==> src/sv/ab_boot_slot_selector_defines.svh <==
// ----------------------------------------------------------------------------
// A/B boot slot selector assertion macros
// Concurrent assertion wrappers; compiled out when ASSERT_OFF is defined.
// ----------------------------------------------------------------------------
`ifndef AB_BOOT_SLOT_SELECTOR_DEFINES_SVH
`define AB_BOOT_SLOT_SELECTOR_DEFINES_SVH

`ifndef ASSERT_OFF
`define AB_ASSERT(label, clk, rst_n, prop, msg) \
	label: assert property (@(posedge clk) disable iff (!(rst_n)) (prop)) \
		else $error(msg);
`define AB_ASSERT_NEVER(label, clk, rst_n, expr, msg) \
	label: assert property (@(posedge clk) disable iff (!(rst_n)) !(expr)) \
		else $error(msg);
`else
`define AB_ASSERT(label, clk, rst_n, prop, msg)
`define AB_ASSERT_NEVER(label, clk, rst_n, expr, msg)
`endif

`endif

==> src/sv/absel_pkg.sv <==
`timescale 1ns / 1ps
// ----------------------------------------------------------------------------
// A/B boot slot selector package
// Event, slot, mode and error codes, transaction types and slot helpers.
// ----------------------------------------------------------------------------
package absel_pkg;

	localparam logic [1:0] MODE_DECIDE  = 2'd0;
	localparam logic [1:0] MODE_ARM     = 2'd1;
	localparam logic [1:0] MODE_CONFIRM = 2'd2;

	localparam logic [2:0] CMD_NONE    = 3'd0;
	localparam logic [2:0] CMD_DEFAULT = 3'd1;
	localparam logic [2:0] CMD_UPDATE  = 3'd2;
	localparam logic [2:0] CMD_STAY    = 3'd3;
	localparam logic [2:0] CMD_SLOT_A  = 3'd4;
	localparam logic [2:0] CMD_SLOT_B  = 3'd5;
	localparam logic [2:0] CMD_SAFE_A  = 3'd6;
	localparam logic [2:0] CMD_SAFE_B  = 3'd7;

	localparam logic [1:0] SLOT_NONE = 2'd0;
	localparam logic [1:0] SLOT_A    = 2'd1;
	localparam logic [1:0] SLOT_B    = 2'd2;

	localparam logic [1:0] BM_NORMAL = 2'd0;
	localparam logic [1:0] BM_SAFE   = 2'd1;
	localparam logic [1:0] BM_MAINT  = 2'd2;

	localparam logic [2:0] ERR_NONE         = 3'd0;
	localparam logic [2:0] ERR_INVALID      = 3'd1;
	localparam logic [2:0] ERR_NOT_BOOTABLE = 3'd2;
	localparam logic [2:0] ERR_NO_SLOT      = 3'd3;
	localparam logic [2:0] ERR_ROLLBACK     = 3'd4;

	typedef struct packed {
		logic [1:0] mode;
		logic [2:0] command;
		logic [1:0] target_slot;
		logic       metadata_valid;
		logic       slot_a_bootable;
		logic       slot_b_bootable;
	} item_t;

	typedef struct packed {
		logic [1:0] boot_mode;
		logic [1:0] chosen_slot;
		logic [2:0] error_code;
		logic       meta_updated;
		logic       accepted;
		logic [1:0] active_slot_now;
	} result_t;

	function automatic logic can_boot(input logic [1:0] slot, input logic a_ok,
			input logic b_ok);
		can_boot = (slot == SLOT_A) ? a_ok : ((slot == SLOT_B) ? b_ok : 1'b0);
	endfunction

	function automatic logic [1:0] partner(input logic [1:0] slot);
		partner = (slot == SLOT_A) ? SLOT_B : ((slot == SLOT_B) ? SLOT_A : SLOT_NONE);
	endfunction

	// boot slot, active slot, the other slot, then A, then B
	function automatic logic [1:0] pick_fallback(input logic [1:0] bs,
			input logic [1:0] as, input logic a_ok, input logic b_ok);
		if (can_boot(bs, a_ok, b_ok))
			pick_fallback = bs;
		else if (can_boot(as, a_ok, b_ok))
			pick_fallback = as;
		else if (can_boot(partner(as), a_ok, b_ok))
			pick_fallback = partner(as);
		else if (a_ok)
			pick_fallback = SLOT_A;
		else if (b_ok)
			pick_fallback = SLOT_B;
		else
			pick_fallback = SLOT_NONE;
	endfunction

endpackage

==> src/sv/ab_boot_slot_selector.sv <==
`timescale 1ns / 1ps
// ----------------------------------------------------------------------------
// A/B boot slot selector
// The input transaction is taken into an input register and its result is
// offered from a result register. Throughput: one transaction per cycle
// unless out_ready stalls the output; the state update is combinational.
// Reset: active and boot slot A, no trial, counters zero, both sides empty.
// ----------------------------------------------------------------------------
`include "ab_boot_slot_selector_defines.svh"

module ab_boot_slot_selector
	import absel_pkg::*;
#(
	parameter int COUNT_WIDTH = 16
) (
	input  logic       clk,
	input  logic       arst_n,
	input  logic       in_valid,
	output logic       in_ready,
	input  logic [1:0] mode,
	input  logic [2:0] command,
	input  logic [1:0] target_slot,
	input  logic       metadata_valid,
	input  logic       slot_a_bootable,
	input  logic       slot_b_bootable,
	output logic       out_valid,
	input  logic       out_ready,
	output logic [1:0] boot_mode,
	output logic [1:0] chosen_slot,
	output logic [2:0] error_code,
	output logic       meta_updated,
	output logic       accepted,
	output logic [1:0] active_slot_now
);

	logic                   valid_s1;
	item_t                  item_s1;
	logic                   adv_s1;
	logic                   out_valid_q;
	result_t                res_q;
	result_t                res_d;

	logic [1:0]             active_slot_q, active_slot_d;
	logic [1:0]             boot_slot_q, boot_slot_d;
	logic [1:0]             trial_sel_q, trial_sel_d;
	logic                   trial_on_q, trial_on_d;
	logic                   trial_attempted_q, trial_attempted_d;
	logic [2:0]             last_error_q, last_error_d;
	logic [COUNT_WIDTH-1:0] failed_cnt_q [2];
	logic [COUNT_WIDTH-1:0] confirmed_cnt_q [2];
	logic                   fail_inc, conf_inc, cnt_idx;
	logic [1:0]             fb_slot;
	logic                   a_ok, b_ok;

	assign adv_s1   = valid_s1 && (!out_valid_q || out_ready);
	assign in_ready = !valid_s1 || adv_s1;

	always_ff @(posedge clk or negedge arst_n) begin
		if (!arst_n) begin
			valid_s1 <= 1'b0;
		end else if (in_ready) begin
			valid_s1 <= in_valid;
		end
	end

	always_ff @(posedge clk) begin
		if (in_ready && in_valid) begin
			item_s1 <= '{mode, command, target_slot, metadata_valid,
				slot_a_bootable, slot_b_bootable};
		end
	end

	assign a_ok    = item_s1.slot_a_bootable;
	assign b_ok    = item_s1.slot_b_bootable;
	assign cnt_idx = ~trial_sel_q[0];

	always_comb begin
		active_slot_d     = active_slot_q;
		boot_slot_d       = boot_slot_q;
		trial_sel_d       = trial_sel_q;
		trial_on_d        = trial_on_q;
		trial_attempted_d = trial_attempted_q;
		last_error_d      = last_error_q;
		fail_inc          = 1'b0;
		conf_inc          = 1'b0;
		fb_slot           = SLOT_NONE;
		res_d             = '0;
		case (item_s1.mode)
			MODE_DECIDE: begin
				if (!item_s1.metadata_valid) begin
					res_d.boot_mode  = BM_MAINT;
					res_d.error_code = ERR_INVALID;
				end else begin
					case (item_s1.command) inside
						CMD_UPDATE, CMD_STAY: begin
							res_d.boot_mode = BM_MAINT;
						end
						[CMD_SLOT_A:CMD_SAFE_B]: begin
							fb_slot = item_s1.command[0] ? SLOT_B : SLOT_A;
							if (can_boot(fb_slot, a_ok, b_ok)) begin
								res_d.boot_mode   = item_s1.command[1] ? BM_SAFE : BM_NORMAL;
								res_d.chosen_slot = fb_slot;
							end else begin
								res_d.boot_mode  = BM_MAINT;
								res_d.error_code = ERR_NOT_BOOTABLE;
							end
						end
						default: begin
							if (trial_on_q && trial_sel_q != SLOT_NONE) begin
								res_d.meta_updated = 1'b1;
								if (!can_boot(trial_sel_q, a_ok, b_ok)) begin
									trial_on_d        = 1'b0;
									trial_attempted_d = 1'b0;
									trial_sel_d       = SLOT_NONE;
									last_error_d      = ERR_NOT_BOOTABLE;
									res_d.boot_mode   = BM_MAINT;
									res_d.error_code  = ERR_NOT_BOOTABLE;
								end else if (!trial_attempted_q) begin
									trial_attempted_d = 1'b1;
									boot_slot_d       = trial_sel_q;
									res_d.chosen_slot = trial_sel_q;
								end else begin
									// rollback of an unconfirmed trial
									fail_inc          = 1'b1;
									trial_on_d        = 1'b0;
									trial_attempted_d = 1'b0;
									trial_sel_d       = SLOT_NONE;
									boot_slot_d       = active_slot_q;
									last_error_d      = ERR_ROLLBACK;
									if (can_boot(active_slot_q, a_ok, b_ok)) begin
										res_d.chosen_slot = active_slot_q;
										res_d.error_code  = ERR_ROLLBACK;
									end else begin
										fb_slot = pick_fallback(active_slot_q, active_slot_q,
											a_ok, b_ok);
										if (fb_slot != SLOT_NONE) begin
											boot_slot_d       = fb_slot;
											res_d.chosen_slot = fb_slot;
											res_d.error_code  = ERR_ROLLBACK;
										end else begin
											res_d.boot_mode  = BM_MAINT;
											res_d.error_code = ERR_NO_SLOT;
										end
									end
								end
							end else begin
								fb_slot = pick_fallback(boot_slot_q, active_slot_q, a_ok, b_ok);
								if (fb_slot == SLOT_NONE) begin
									res_d.boot_mode  = BM_MAINT;
									res_d.error_code = ERR_NO_SLOT;
								end else begin
									boot_slot_d       = fb_slot;
									res_d.chosen_slot = fb_slot;
								end
							end
						end
					endcase
				end
			end
			MODE_ARM: begin
				if (can_boot(item_s1.target_slot, a_ok, b_ok)) begin
					trial_sel_d       = item_s1.target_slot;
					trial_on_d        = 1'b1;
					trial_attempted_d = 1'b0;
					boot_slot_d       = item_s1.target_slot;
					res_d.accepted    = 1'b1;
				end
			end
			MODE_CONFIRM: begin
				if (trial_on_q && trial_sel_q != SLOT_NONE &&
						can_boot(trial_sel_q, a_ok, b_ok)) begin
					active_slot_d     = trial_sel_q;
					boot_slot_d       = trial_sel_q;
					conf_inc          = 1'b1;
					trial_sel_d       = SLOT_NONE;
					trial_on_d        = 1'b0;
					trial_attempted_d = 1'b0;
					last_error_d      = ERR_NONE;
					res_d.accepted    = 1'b1;
				end
			end
			default: begin
				res_d = '0;
			end
		endcase
		res_d.active_slot_now = active_slot_d;
	end

	always_ff @(posedge clk or negedge arst_n) begin
		if (!arst_n) begin
			active_slot_q     <= SLOT_A;
			boot_slot_q       <= SLOT_A;
			trial_sel_q       <= SLOT_NONE;
			trial_on_q        <= 1'b0;
			trial_attempted_q <= 1'b0;
			last_error_q      <= ERR_NONE;
			failed_cnt_q      <= '{default: '0};
			confirmed_cnt_q   <= '{default: '0};
			out_valid_q       <= 1'b0;
		end else begin
			if (adv_s1) begin
				active_slot_q     <= active_slot_d;
				boot_slot_q       <= boot_slot_d;
				trial_sel_q       <= trial_sel_d;
				trial_on_q        <= trial_on_d;
				trial_attempted_q <= trial_attempted_d;
				last_error_q      <= last_error_d;
				if (fail_inc && failed_cnt_q[cnt_idx] != '1) begin
					failed_cnt_q[cnt_idx] <= failed_cnt_q[cnt_idx] + 1'b1;
				end
				if (conf_inc && confirmed_cnt_q[cnt_idx] != '1) begin
					confirmed_cnt_q[cnt_idx] <= confirmed_cnt_q[cnt_idx] + 1'b1;
				end
			end
			if (adv_s1) begin
				out_valid_q <= 1'b1;
			end else if (out_ready) begin
				out_valid_q <= 1'b0;
			end
		end
	end

	always_ff @(posedge clk) begin
		if (adv_s1) begin
			res_q <= res_d;
		end
	end

	assign out_valid        = out_valid_q;
	assign boot_mode        = res_q.boot_mode;
	assign chosen_slot      = res_q.chosen_slot;
	assign error_code       = res_q.error_code;
	assign meta_updated     = res_q.meta_updated;
	assign accepted         = res_q.accepted;
	assign active_slot_now  = res_q.active_slot_now;

	`AB_ASSERT(a_active_slot_real, clk, arst_n,
		active_slot_q == SLOT_A || active_slot_q == SLOT_B, "active slot is not A or B")
	`AB_ASSERT(a_idle_trial_clear, clk, arst_n,
		!trial_on_q |-> (trial_sel_q == SLOT_NONE && !trial_attempted_q),
		"trial state left behind without an armed trial")
	`AB_ASSERT(a_accept_result_quiet, clk, arst_n,
		(out_valid_q && res_q.accepted) |-> (res_q.boot_mode == BM_NORMAL &&
		res_q.chosen_slot == SLOT_NONE && res_q.error_code == ERR_NONE &&
		!res_q.meta_updated), "arm or confirm result carries decision fields")
	`AB_ASSERT(a_confirm_clears_error, clk, arst_n,
		(adv_s1 && conf_inc) |=> (last_error_q == ERR_NONE && !trial_on_q),
		"confirm did not clear the error and the trial")
	`AB_ASSERT_NEVER(a_maint_without_slot, clk, arst_n,
		out_valid_q && res_q.boot_mode == BM_MAINT && res_q.chosen_slot != SLOT_NONE,
		"maintenance boot names a slot")
	`AB_ASSERT(a_advance_loads_result, clk, arst_n,
		adv_s1 |=> out_valid_q, "result register not loaded on advance")

endmodule
==> config.mk <==
export PLATFORM = sky130hd
export DESIGN_NAME = ab_boot_slot_selector
export DESIGN_NICKNAME = d
export VERILOG_FILES = /design/src/sv/absel_pkg.sv /design/src/sv/ab_boot_slot_selector.sv
export VERILOG_INCLUDE_DIRS = /design/src /design/src/sv
export SDC_FILE = /design/constraint.sdc
export NUM_CORES = 1
export LEC_CHECK = 0
export BUFFER_PORTS_ARGS = -buffer_cell sky130_fd_sc_hd__buf_2
export CAP_MARGIN = 0
export CORE_MARGIN = 2
export CORE_UTILIZATION = 55
export CTS_CLUSTER_DIAMETER = 80
export CTS_CLUSTER_SIZE = 25
export DETAILED_ROUTE_END_ITERATION = 10
export PLACE_DENSITY = 0.78
export SYNTH_ARGS = -nofsm -noshare
export SYNTH_HDL_FRONTEND = slang
export SYNTH_SLANG_ARGS = --single-unit
==> constraint.sdc <==
create_clock -name clk -period 3.01 [get_ports clk]
set_input_delay 0.602 -clock clk [delete_from_list [all_inputs] [get_ports clk]]
set_output_delay 0.602 -clock clk [all_outputs]
set_load 0.01 [all_outputs]
==> results by stage, run 1 <==
Outcome:
- The run finished with clean final reports.

CTS:
- Clock-pin slew was measured on the worst setup and hold paths at 100 ps.
- The number of gates resized after CTS was 0.
- In this run, post-CTS hold repair placed 0 buffers.
- CTS saw 31 sinks.
- The clock tree synthesis step divided the H-tree into 2 levels.
- TritonCTS built the clock tree.
- In this run the post-CTS setup repair buffer count came out at 0.
- The buffer levels on the longest clock path is 2.
- The tree is rooted in a clkbuf_4.
- The insertion delay of the later-clocked pin in the worst-skew pair is 340 ps.
- The number of clock buffers added by TritonCTS is 5.

Floorplanning:
- The area of the die is ~0.0035 sq mm.
- The die extent in x is 59.3 um.
- In this run the standard cell core region covers between 0.002 and 0.003 sq mm.
- The initial cell density of the core is 56.6%.
- The standard-cell row count is 20.
- In this run the count of I/O pins placed on the die edge is 27.
- The die is 59.3 um tall.

STA:
- The worst slew margin relative to its limit is 65.0%.
- The final number of max-transition violations is 0.
- The worst setup margin is 937 ps.
- The summed negative setup slack over all endpoints is 0 ps.
- The final hold violation count was 0.
- Setup repair after global routing left no endpoint under its margin.
- The part of the cycle the worst path needs is 68.9%.
- Setup violations remaining at the end of the flow were counted as 0.
- The final critical-path required period is roughly 2100 ps.
- The maximum operating frequency is roughly 480 MHz.
- The worst hold margin is around 110 ps.
- The maximum clock skew at final layout is around 9.0 ps.
- The worst-margin pin slew is about 520 ps.

Yosys:
- The dominant register cell in the synthesized netlist is edfxtp_1.
- The count of synthesis-stage warnings from yosys is 0.
- The mapped netlist covers 0.00168 sq mm.
- The number of distinct standard cells referenced by the synthesized netlist is 42.
- By area the synthesized netlist is led by edfxtp_1 (37%), dfrtp_1 (12%), buf_6 (3.3%), mux2_2 (3.3%), dfstp_2 (3.1%).
- For this run, the register share of the synthesized area comes to 52.5%.
- In the synthesized netlist the async set-or-reset flop fraction comes to between 30% and 40%.
- Counting flops and latches in the post-synthesis netlist gives 31.
- Of all cell types, the one taking the most synthesized area is edfxtp_1.
- After technology mapping, the gate count stands at between 100 and 150.
- The area share of the largest cell type after synthesis is 37.4%.
- The count of flip-flops with a built-in enable after synthesis is 21.
- The average instance in the mapped netlist occupies about 12 sq um.
- Ranked by instance count, the synthesized netlist is headed by edfxtp_1 (21), dfrtp_1 (8), a21oi_1 (7), nand2_1 (7), nand2b_1 (7).
- Synthesis produced a netlist with a net count of 160.
- By instance count, the leading cell after synthesis is edfxtp_1.

Detailed routing:
- The residual antenna-violating net count after detailed routing is 0.
- The count of TritonRoute iterations in the first routing pass is 4.
- The total wire length is ~3.2 mm.
- The average wire per cell in the routed design is about 16 um.
- The post-detailed-route DRC marker count is 0.
- After the first detailed-routing iteration, the DRC count stood at 61.
- The vias per cell is 6.05.
- The routed via count is roughly 1,200.

Power and ir drop:
- The maximum vdd drop is ~0.00041 V.
- The areal power density over the cells is approximately 530 mW/mm^2.
- The static leakage power is ~0.79 nW.

Setup path:
- STA puts the critical path data arrival time at 2300 ps.
- STA classifies the critical path startpoint as a register.
- The worst register-to-register path ends at trial_sel_q[0]$_DFFE_PN0P_.
- Along the worst path, the maximum fanout reaches 14.
- The largest single stage delay on the critical path is roughly 630 ps.
- The slowest cell on the critical path is edfxtp_1.
- The required time at the endpoint of the critical path is roughly 3200 ps.
- STA classifies the critical path endpoint as a register.
- The count of cells along the worst register-to-register path is 5.
- The class of the most critical setup path is register to register.
- Traced cell by cell, the critical path runs through and3b_2, o21ai_2, a2111o_1, nand2b_4, mux2_4.
- The dominant delay contributor by cell family on the critical path is flip-flops.
- The worst register-to-register path has a setup slack of roughly 940 ps.
- Together, buffers and inverters on the worst path number 0.
- The startpoint of the worst register-to-register path is a_ok$_DFFE_PP_.

Layout:
- The number of nets at the end of the flow is ~190.
- The end-of-flow core utilization is roughly 62%.
- In the final layout, the share of cells above drive strength 1 is between 20% and 30%.
- The total inserted antenna cells is 0.
- The layout-stage area growth over the synthesis result is 10.2%.
- The final cell area excluding filler cells is roughly 0.0019 sq mm.
- The number of filler instances in the final layout is around 250.

Place:
- The standard cell area after detailed placement is ~0.0018 sq mm.
- The detailed placer's ending HPWL is ~2.4 mm.
- The port buffer count is 26.
- The pre-CTS setup slack is between 900 and 1000 ps.
- The placer's final routability congestion estimate is ~0.90.

GRT:
- The number of global-route vias before repair is about 1,100.
- Entering global routing, the biggest net connects 15 pins.
- The total global routing track utilization is between 20% and 30%.
- The final global-route overflow total is 0.
- The first global-routing pass estimated approximately 5.3 mm of wire.
- The initial antenna violation count is 0.

Job:
- The number of maximum-capacitance violations is 0.

Hold path:
- The path class of the tightest hold or removal check is primary input to async pin.
-- routing by layer --
metal | routed length, um | vias to the layer above | track usage, %
li1 | - | 586 | -
met5 | 0 | - | 0
met1 | 1310 | 575 | 26.5
met3 | 240 | 9 | 6.33
met4 | 73 | 0 | 9.74
met2 | 1610 | 64 | 32.7
-- cell families after synthesis --
logic type               share of synthesized area (%)
AO/OA/AOI/OAI                                     16.1
buffers and inverters                             4.90
flip-flops                                        52.5
multiplexers                                      7.95
AND/OR/NAND/NOR                                   15.6
adder cells (fa/ha/maj)                           2.97
-- report_power, final --
group	total (W)	switching, W	internal (W)	leakage [nW]
Combinational	0.000192	0.0000987	0.0000929	0.438
Clock	0.000226	0.000140	0.0000853	0.0263
Sequential	0.000567	0.0000545	0.000512	0.328
Total	0.000984	0.000294	0.000691	0.793
-- stage by stage --
stage	power (W)	cells
floorplan	0.000713	142
global placement	0.000757	196
detailed placement	0.000766	196
CTS	0.000993	204
global route	0.00104	204
finish	0.000984	204
-- how the worst max path moves through the flow --
stage,endpoint,slack (ps),cells past startpoint,start
floorplan,boot_slot_q[1]$_DFFE_PN0P_,1160,7,item_s1[8]$_DFFE_PP_
global placement,boot_slot_q[1]$_DFFE_PN0P_,1030,5,a_ok$_DFFE_PP_
detailed placement,boot_slot_q[1]$_DFFE_PN0P_,970,5,a_ok$_DFFE_PP_
CTS,boot_slot_q[1]$_DFFE_PN0P_,960,5,a_ok$_DFFE_PP_
global route,boot_slot_q[1]$_DFFE_PN0P_,860,5,a_ok$_DFFE_PP_
finish,trial_sel_q[0]$_DFFE_PN0P_,940,5,a_ok$_DFFE_PP_
-- layout make-up --
cell class / count / area [sq um] / share of cell area, %
clock buffer: 5 / 37.5 / 2.02
tap: 33 / 41.3 / 2.23
inverter: 6 / 22.5 / 1.21
sequential: 31 / 883 / 47.6
timing repair buffer: 27 / 138 / 7.42
multi-input combinational: 99 / 718 / 38.7
clock inverter: 3 / 15.0 / 0.809
-- registers in the layout, indices dropped and copies added (netlist names) --
signal and count:
chosen_slot 2, out_valid 1, trial_sel_q 2, meta_updated 1, boot_mode 2, boot_slot_q 2, active_slot_q 2, a_ok 1
b_ok 1, accepted 1, error_code 3, trial_attempted_q 1, valid_s1 1, trial_on_q 1, item_s1 8, active_slot_now 2
-- cell usage in the layout (no fill, tap or decap), drive strengths merged, types with 4 or more instances in the layout --
cell,instances
a21boi,4
a21oi,7
buf,27
clkbuf,5
dfrtp,8
edfxtp,21
ha,4
inv,6
mux2,10
nand2,7
nand2b,8
nand3,6
nand3b,4
nor2,6
o211ai,4
o21ai,8
Power figures use the tool's default switching activity.
==> run 2: changes to the inputs <==
Clock period 3.01 ns to 2 ns, I/O delays scaled along.
==> results by stage, run 2 (synthesis results as in run 1) <==
CTS:
- The cell at the root of the clock tree is clkbuf_4 (unchanged).
- The CTS tree is built (unchanged).
- The clock-pin slew on the worst setup and hold paths is 90 ps (was 100 ps).
- The number of H-tree levels came to 2 (unchanged).
- The clock sink count is 31 (unchanged).
- The buffer levels on the longest clock path is 2 (unchanged).
- The insertion delay of the later-clocked pin in the worst-skew pair is 330 ps (was 340 ps).
- The buffers inserted during post-CTS setup optimization is 0 (unchanged).
- The number of buffers added by the clock tree synthesis step is 5 (unchanged).

STA:
- The worst-margin pin slew is 401 ps (was 524 ps).
- Setup repair after global routing missed its margin: no (unchanged).
- The worst hold margin came to 247 ps (was 112 ps).
- The maximum clock skew at final layout came to 10.0 ps (was 9.04 ps).
- The part of the cycle the worst path needs is 96.2% (was 68.9%).
- The final critical-path required period was 1920 ps (was 2070 ps).
- The maximum operating frequency came to 520 MHz (was 482 MHz).
- The final count of negative-setup-slack endpoints was 0 (unchanged).
- The final hold violation count is 0 (unchanged).
- The worst setup margin is 76.5 ps (was 937 ps).
- The worst slew margin relative to its limit is 73.3% (was 65.0%).
- The summed negative setup slack over all endpoints is 0 ps (unchanged).
- The final number of max-transition violations is 0 (unchanged).

GRT:
- The maximum number of pins on one net before global-route repair was 13 (was 15).
- The global-route wire length before repair was 5.39 mm (was 5.26 mm).
- The initial antenna violation count came to 0 (unchanged).
- The final global-route overflow total is 0 (unchanged).
- The number of global-route vias before repair came to 1,186 (was 1,113).
- The total global routing track utilization was 21.0% (was 20.9%).

Outcome:
- Outcome: completed (unchanged).

Power and ir drop:
- The static leakage power is 0.838 nW (was 0.793 nW).
- The areal power density over the cells was 792 mW/mm^2 (was 530 mW/mm^2).
- The maximum vdd drop is 0.000506 V (was 0.000412 V).

Setup path:
- The largest incremental delay on the critical path is 470 ps (was 630 ps).
- The kind of end point of the critical path is a register (unchanged).
- The data arrival time at the worst-slack endpoint is 2130 ps (was 2300 ps).
- The class of the most critical setup path is register to register (unchanged).
- The highest fanout seen on the critical path is 8 (was 14).
- The end of the worst register-to-register path is boot_slot_q[1]$_DFFE_PN0P_ (was trial_sel_q[0]$_DFFE_PN0P_).
- The startpoint of the worst setup timing path is trial_sel_q[0]$_DFFE_PN0P_ (was a_ok$_DFFE_PP_).
- The sum of buffers and inverters on the critical path is 0 (unchanged).
- The count of cells along the worst register-to-register path is 5 (unchanged).
- The startpoint of the worst register-to-register path is trial_sel_q[0]$_DFFE_PN0P_ (was a_ok$_DFFE_PP_).
- The total stage count of the critical path is 5 (unchanged).
- Critical-path cell list: and3b_2, o21ai_2, a2111o_1, a21o_1, mux2_1 (was and3b_2, o21ai_2, a2111o_1, nand2b_4, mux2_4).
- The minimum setup slack among reg-to-reg paths is 80 ps (was 940 ps).
- The required time at the endpoint of the critical path is 2210 ps (was 3240 ps).
- The critical path capture point is boot_slot_q[1]$_DFFE_PN0P_ (was trial_sel_q[0]$_DFFE_PN0P_).
- The slowest cell on the critical path is a2111o_1 (was edfxtp_1).
- The type of origin of the critical path was a register (unchanged).
- The dominant delay contributor by cell family on the critical path is compound AO/OA/AOI/OAI gates (was flip-flops).

Layout:
- The total inserted antenna cells is 0 (unchanged).
- The register bank with the most flops was item_s1 (unchanged).
- The commonest non-fill, non-tap cell in the layout is buf_2 (unchanged).
- The number of flip-flops in the largest register is 8 (unchanged).
- The number of nets at the end of the flow was 196 (was 188).
- The layout-stage area growth over the synthesis result was 14.3% (was 10.2%).
- The final cell area excluding filler cells was 0.00193 sq mm (was 0.00186 sq mm).
- The final non-filler cell total is 212 (was 204).
- The area of the multi-input gates was 718 sq um (unchanged).
- The proportion of layout cells with a drive suffix above 1 is 31.3% (was 28.1%).
- Most frequent cells in the layout: buf_2 (26), edfxtp_1 (21), buf_4 (8) (was buf_2 (26), edfxtp_1 (21), dfrtp_1 (8)).
- The total area of sequential cells is 885 sq um (was 883 sq um).
- The number of filler instances in the final layout came to 245 (was 246).

Detailed routing:
- The total wire length was 3.13 mm (was 3.24 mm).
- The count of TritonRoute iterations in the first routing pass is 4 (unchanged).
- The residual antenna-violating net count after detailed routing is 0 (unchanged).
- The violation count after the first detailed-routing iteration came to 81 (was 61).
- The vias per cell came to 5.75 (was 6.05).
- The met1 routed wirelength after detailed routing was 1.41 mm (was 1.31 mm).
- The average wire per cell in the routed design is 14.7 um (was 15.9 um).
- The post-detailed-route DRC marker count is 0 (unchanged).
- The uppermost layer routed is met4 (unchanged).
- The routed length on met3 came to 158 um (was 240 um).
- The sum of met2 wire segment lengths after detailed routing was 1.51 mm (was 1.61 mm).
- The routed via count came to 1,220 (was 1,234).

Floorplanning:
- The area of the die is 0.00352 sq mm (unchanged).
- The floorplan die height was 59.3 um (unchanged).
- The die extent in x was 59.3 um (unchanged).
- The I/O pin total is 27 (unchanged).
- The area of the core was 0.00298 sq mm (unchanged).
- The standard-cell row count was 20 (unchanged).
- The initial cell density of the core is 56.6% (unchanged).

Place:
- The post-placement cell count came to 203 (was 196).
- The detailed placer's ending HPWL is 2.35 mm (was 2.40 mm).
- The placer's final routability congestion estimate was 0.860 (was 0.903).
- The pre-CTS setup slack is 77.5 ps (was 972 ps).
- The port buffer count was 26 (unchanged).
- The standard cell area after detailed placement is 0.00186 sq mm (was 0.00180 sq mm).

Job:
- The number of maximum-capacitance violations came to 0 (unchanged).

Hold path:
- The type of the tightest min-delay check was primary input to register (was primary input to async pin).
[run 2: cell count changes in the layout (fill, tap and decap cells not counted)]
cell	delta
clkinvlp_4	-1
clkbuf_1	+1
clkbuf_8	+1
clkinv_1	-1
buf_4	+7
dfrtp_1	-1
dfrtp_2	+1
dlygate4sd3_1	+1
[run 2: timing repair]
| action | 4_1_cts | 5_1_grt |
|---|---|---|
| resized for setup | 0 | 1 |
| endpoints found under the setup margin | 0 | 2 |
| hold buffers | 1 | 0 |
| hold endpoints to repair | 8 | 0 |
[run 2: worst min-delay path by stage]
stage / startpoint / endpoint / slack [ps] / cells past startpoint
3_5_place_dp: arst_n / trial_attempted_q$_DFFE_PN0P_ / 290 / 1
4_1_cts: metadata_valid / item_s1[2]$_DFFE_PP_ / 230 / 1
6_report: slot_b_bootable / b_ok$_DFFE_PP_ / 250 / 1
3_3_place_gp: arst_n / trial_attempted_q$_DFFE_PN0P_ / 280 / 1
5_1_grt: metadata_valid / item_s1[2]$_DFFE_PP_ / 230 / 1
2_1_floorplan: arst_n / active_slot_q[1]$_DFFE_PN0P_ / 100 / 0
[run 2: stage by stage]
stage	util, %	total power, W
after floorplan	-	0.00107
after global placement	62.3	0.00116
after detailed placement	62.3	0.00117
after CTS	64.6	0.00153
after global routing	64.7	0.00161
final	64.7	0.00153
[run 2: power by group]
part | switching [W] | internal, W | leakage [nW] | total [W]
registers | 0.0000638 | 0.000772 | 0.327 | 0.000836
clock network | 0.000202 | 0.000168 | 0.0329 | 0.000370
logic | 0.000162 | 0.000157 | 0.478 | 0.000319
total | 0.000428 | 0.00110 | 0.838 | 0.00153
[run 2: cell type report]
cell class | count | share of cell area (%)
multi-input combinational | 99 | 37.3
inverter | 6 | 1.17
tap | 33 | 2.14
timing repair buffer | 35 | 10.4
sequential | 31 | 45.9
clock inverter | 1 | 0.195
clock buffer | 7 | 2.86
[run 2: per-layer routing]
metal / vias up / track usage, %
li1: 603 / -
met1: 571 / 28.0
met2: 42 / 32.7
met3: 4 / 5.90
met4: 0 / 8.12
met5: - / 0
==> run 3: changes to the inputs <==
Settings changed: GPL_TIMING_DRIVEN set to 0.
==> results by stage, run 3 (synthesis results as in run 1) <==
Detailed routing:
- The violation count after the first detailed-routing iteration is 67 (was 81).
- The residual antenna-violating net count after detailed routing is 0 (unchanged).
- The vias per cell is 5.88 (was 5.75).
- The total wire length came to 3.30 mm (was 3.13 mm).
- The post-detailed-route DRC marker count is 0 (unchanged).
- The routed via count was 1,252 (was 1,220).
- The count of TritonRoute iterations in the first routing pass was 4 (unchanged).
- The average wire per cell in the routed design was 15.5 um (was 14.7 um).

Place:
- The placer's final routability congestion estimate is 0.878 (was 0.860).
- The detailed placer's ending HPWL was 2.32 mm (was 2.35 mm).
- The post-placement cell count is 201 (was 203).
- The port buffer count is 26 (unchanged).
- The pre-CTS setup slack came to -24.0 ps (was 77.5 ps).

Layout:
- Most frequent cells in the layout: buf_2 (26), edfxtp_1 (21), dfrtp_1 (8) (was buf_2 (26), edfxtp_1 (21), buf_4 (8)).
- The number of flip-flops in the largest register is 8 (unchanged).
- The commonest non-fill, non-tap cell in the layout is buf_2 (unchanged).
- The proportion of layout cells with a drive suffix above 1 is 33.9% (was 31.3%).
- The final non-filler cell total came to 213 (was 212).
- The number of nets at the end of the flow is 197 (was 196).
- The layout-stage area growth over the synthesis result came to 16.6% (was 14.3%).
- The total inserted antenna cells is 0 (unchanged).
- The register bank with the most flops is item_s1 (unchanged).

Outcome:
- Outcome: completed (unchanged).

CTS:
- The number of buffers added by the clock tree synthesis step is 5 (unchanged).
- The insertion delay of the later-clocked pin in the worst-skew pair is 340 ps (was 330 ps).
- The CTS tree is built (unchanged).
- The buffer levels on the longest clock path is 2 (unchanged).
- The cell at the root of the clock tree is clkbuf_4 (unchanged).
- The number of H-tree levels is 2 (unchanged).
- The clock sink count came to 31 (unchanged).
- The clock-pin slew on the worst setup and hold paths came to 90 ps (about the same).

GRT:
- The global routing usage on met2 was 34.1% (was 32.7%).
- The initial antenna violation count came to 0 (unchanged).
- The total global routing track utilization is 21.2% (was 21.0%).
- The final global-route overflow total is 0 (unchanged).
- The met1 track utilization from global routing came to 25.3% (was 28.0%).
- The number of global-route vias before repair is 1,178 (was 1,186).
- The most congested layer reported by global routing is met2 (unchanged).
- The maximum number of pins on one net before global-route repair is 14 (was 13).
- The global-route wire length before repair is 5.32 mm (was 5.39 mm).
- The met3 capacity usage during global routing is 7.21% (was 5.90%).

Floorplanning:
- The standard-cell row count is 20 (unchanged).
- The die extent in x is 59.3 um (unchanged).
- The area of the die came to 0.00352 sq mm (unchanged).
- The I/O pin total is 27 (unchanged).
- The initial cell density of the core came to 56.6% (unchanged).
- The area of the core is 0.00298 sq mm (unchanged).
- The floorplan die height came to 59.3 um (unchanged).

STA:
- The maximum operating frequency is 508 MHz (was 520 MHz).
- The final critical-path required period is 1970 ps (was 1920 ps).
- The worst slew margin relative to its limit came to 63.6% (was 73.3%).
- Setup repair after global routing missed its margin: yes (was no).
- The part of the cycle the worst path needs is 98.4% (was 96.2%).
- The worst-margin pin slew is 545 ps (was 401 ps).
- The final number of max-transition violations is 0 (unchanged).
- The maximum clock skew at final layout is 4.70 ps (was 10.0 ps).
- The final hold violation count came to 0 (unchanged).
- The worst setup margin came to 31.4 ps (was 76.5 ps).
- The final count of negative-setup-slack endpoints is 0 (unchanged).

Power and ir drop:
- The static leakage power was 0.849 nW (was 0.838 nW).
- The maximum vdd drop came to 0.000499 V (was 0.000506 V).
- The areal power density over the cells was 804 mW/mm^2 (was 792 mW/mm^2).

Setup path:
- The kind of end point of the critical path is a register (unchanged).
- The type of origin of the critical path is a register (unchanged).
- The largest incremental delay on the critical path was 490 ps (was 470 ps).
- The slowest cell on the critical path is a2111o_1 (unchanged).
- The data arrival time at the worst-slack endpoint is 2200 ps (was 2130 ps).
- The class of the most critical setup path is register to register (unchanged).
- The highest fanout seen on the critical path is 4 (was 8).
- The required time at the endpoint of the critical path is 2230 ps (was 2210 ps).
- Critical-path cell list: buf_6, and3b_2, o21ai_4, a2111o_1, a21o_1, mux2_4 (was and3b_2, o21ai_2, a2111o_1, a21o_1, mux2_1).

Job:
- The number of maximum-capacitance violations is 0 (unchanged).

Hold path:
- The type of the tightest min-delay check is primary input to register (unchanged).
[run 3: area by class of cell]
class                   count  area (sq um)
plain buffers               5          48.8
clock inverters             1          5.00
multi-input cells          99           738
repair buffers             31           170
well taps                  33          41.3
inverters                   6          22.5
flip-flops and latches     31           883
fillers                   236          1010
clock buffers               7          55.1
[run 3: metal layers]
metal,vias up,share of wire [%]
met5,-,0
met4,0,1.8
met3,7,4.8
met2,43,51
met1,599,43
li1,603,-
[run 3: critical path: cells and delay by family (launching register included)]
family | cells | cell delay, ps
AOI/OAI and AO/OA | 3 | 780
buffers and inverters | 1 | 120
DFF | 1 | 390
muxes | 1 | 300
and+or+nand+nor | 1 | 270
[run 3: final timing paths]
| path | from | to | slack (ps) | cells past startpoint |
|---|---|---|---|---|
| max in group asynchronous | arst_n | active_slot_q[0]$_DFFE_PN1P_ | 1290 | 2 |
| min in group asynchronous | arst_n | trial_sel_q[0]$_DFFE_PN0P_ | 450 | 2 |
| hold / removal | target_slot[1] | item_s1[4]$_DFFE_PP_ | 230 | 1 |
| setup reg to reg | trial_sel_q[1]$_DFFE_PN0P_ | boot_slot_q[1]$_DFFE_PN0P_ | 30 | 6 |
| hold reg to reg | valid_s1$_DFFE_PN0N_ | out_valid$_DFFE_PN0P_ | 550 | 1 |
| setup / recovery | trial_sel_q[1]$_DFFE_PN0P_ | boot_slot_q[1]$_DFFE_PN0P_ | 30 | 6 |
[run 3: where the power goes]
group | internal (W) | switching (W)
logic | 0.000177 | 0.000187
clock network | 0.000170 | 0.000217
registers | 0.000771 | 0.0000568
total | 0.00112 | 0.000461
[run 3: repair_timing]
action,4_1_cts,5_1_grt
gates resized for setup,1,5
endpoints found under the setup margin,4,3
buffers inserted,2,2
hold buffers,1,0
gates cloned,0,0
pin swaps,1,1
endpoints found under the hold margin,8,0
[run 3: per-stage QoR]
step	TNS, ps	area, sq um	total power, W	utilization [%]	hold slack, ps
3_3_place_gp	0	1860	0.00115	62.3	271
2_1_floorplan	0	1680	0.00107	-	104
4_1_cts	0	1950	0.00157	65.4	217
6_report	0	1960	0.00158	66.0	232
5_1_grt	-38.7	1960	0.00165	66.0	212
3_5_place_dp	-24.0	1860	0.00117	62.3	284
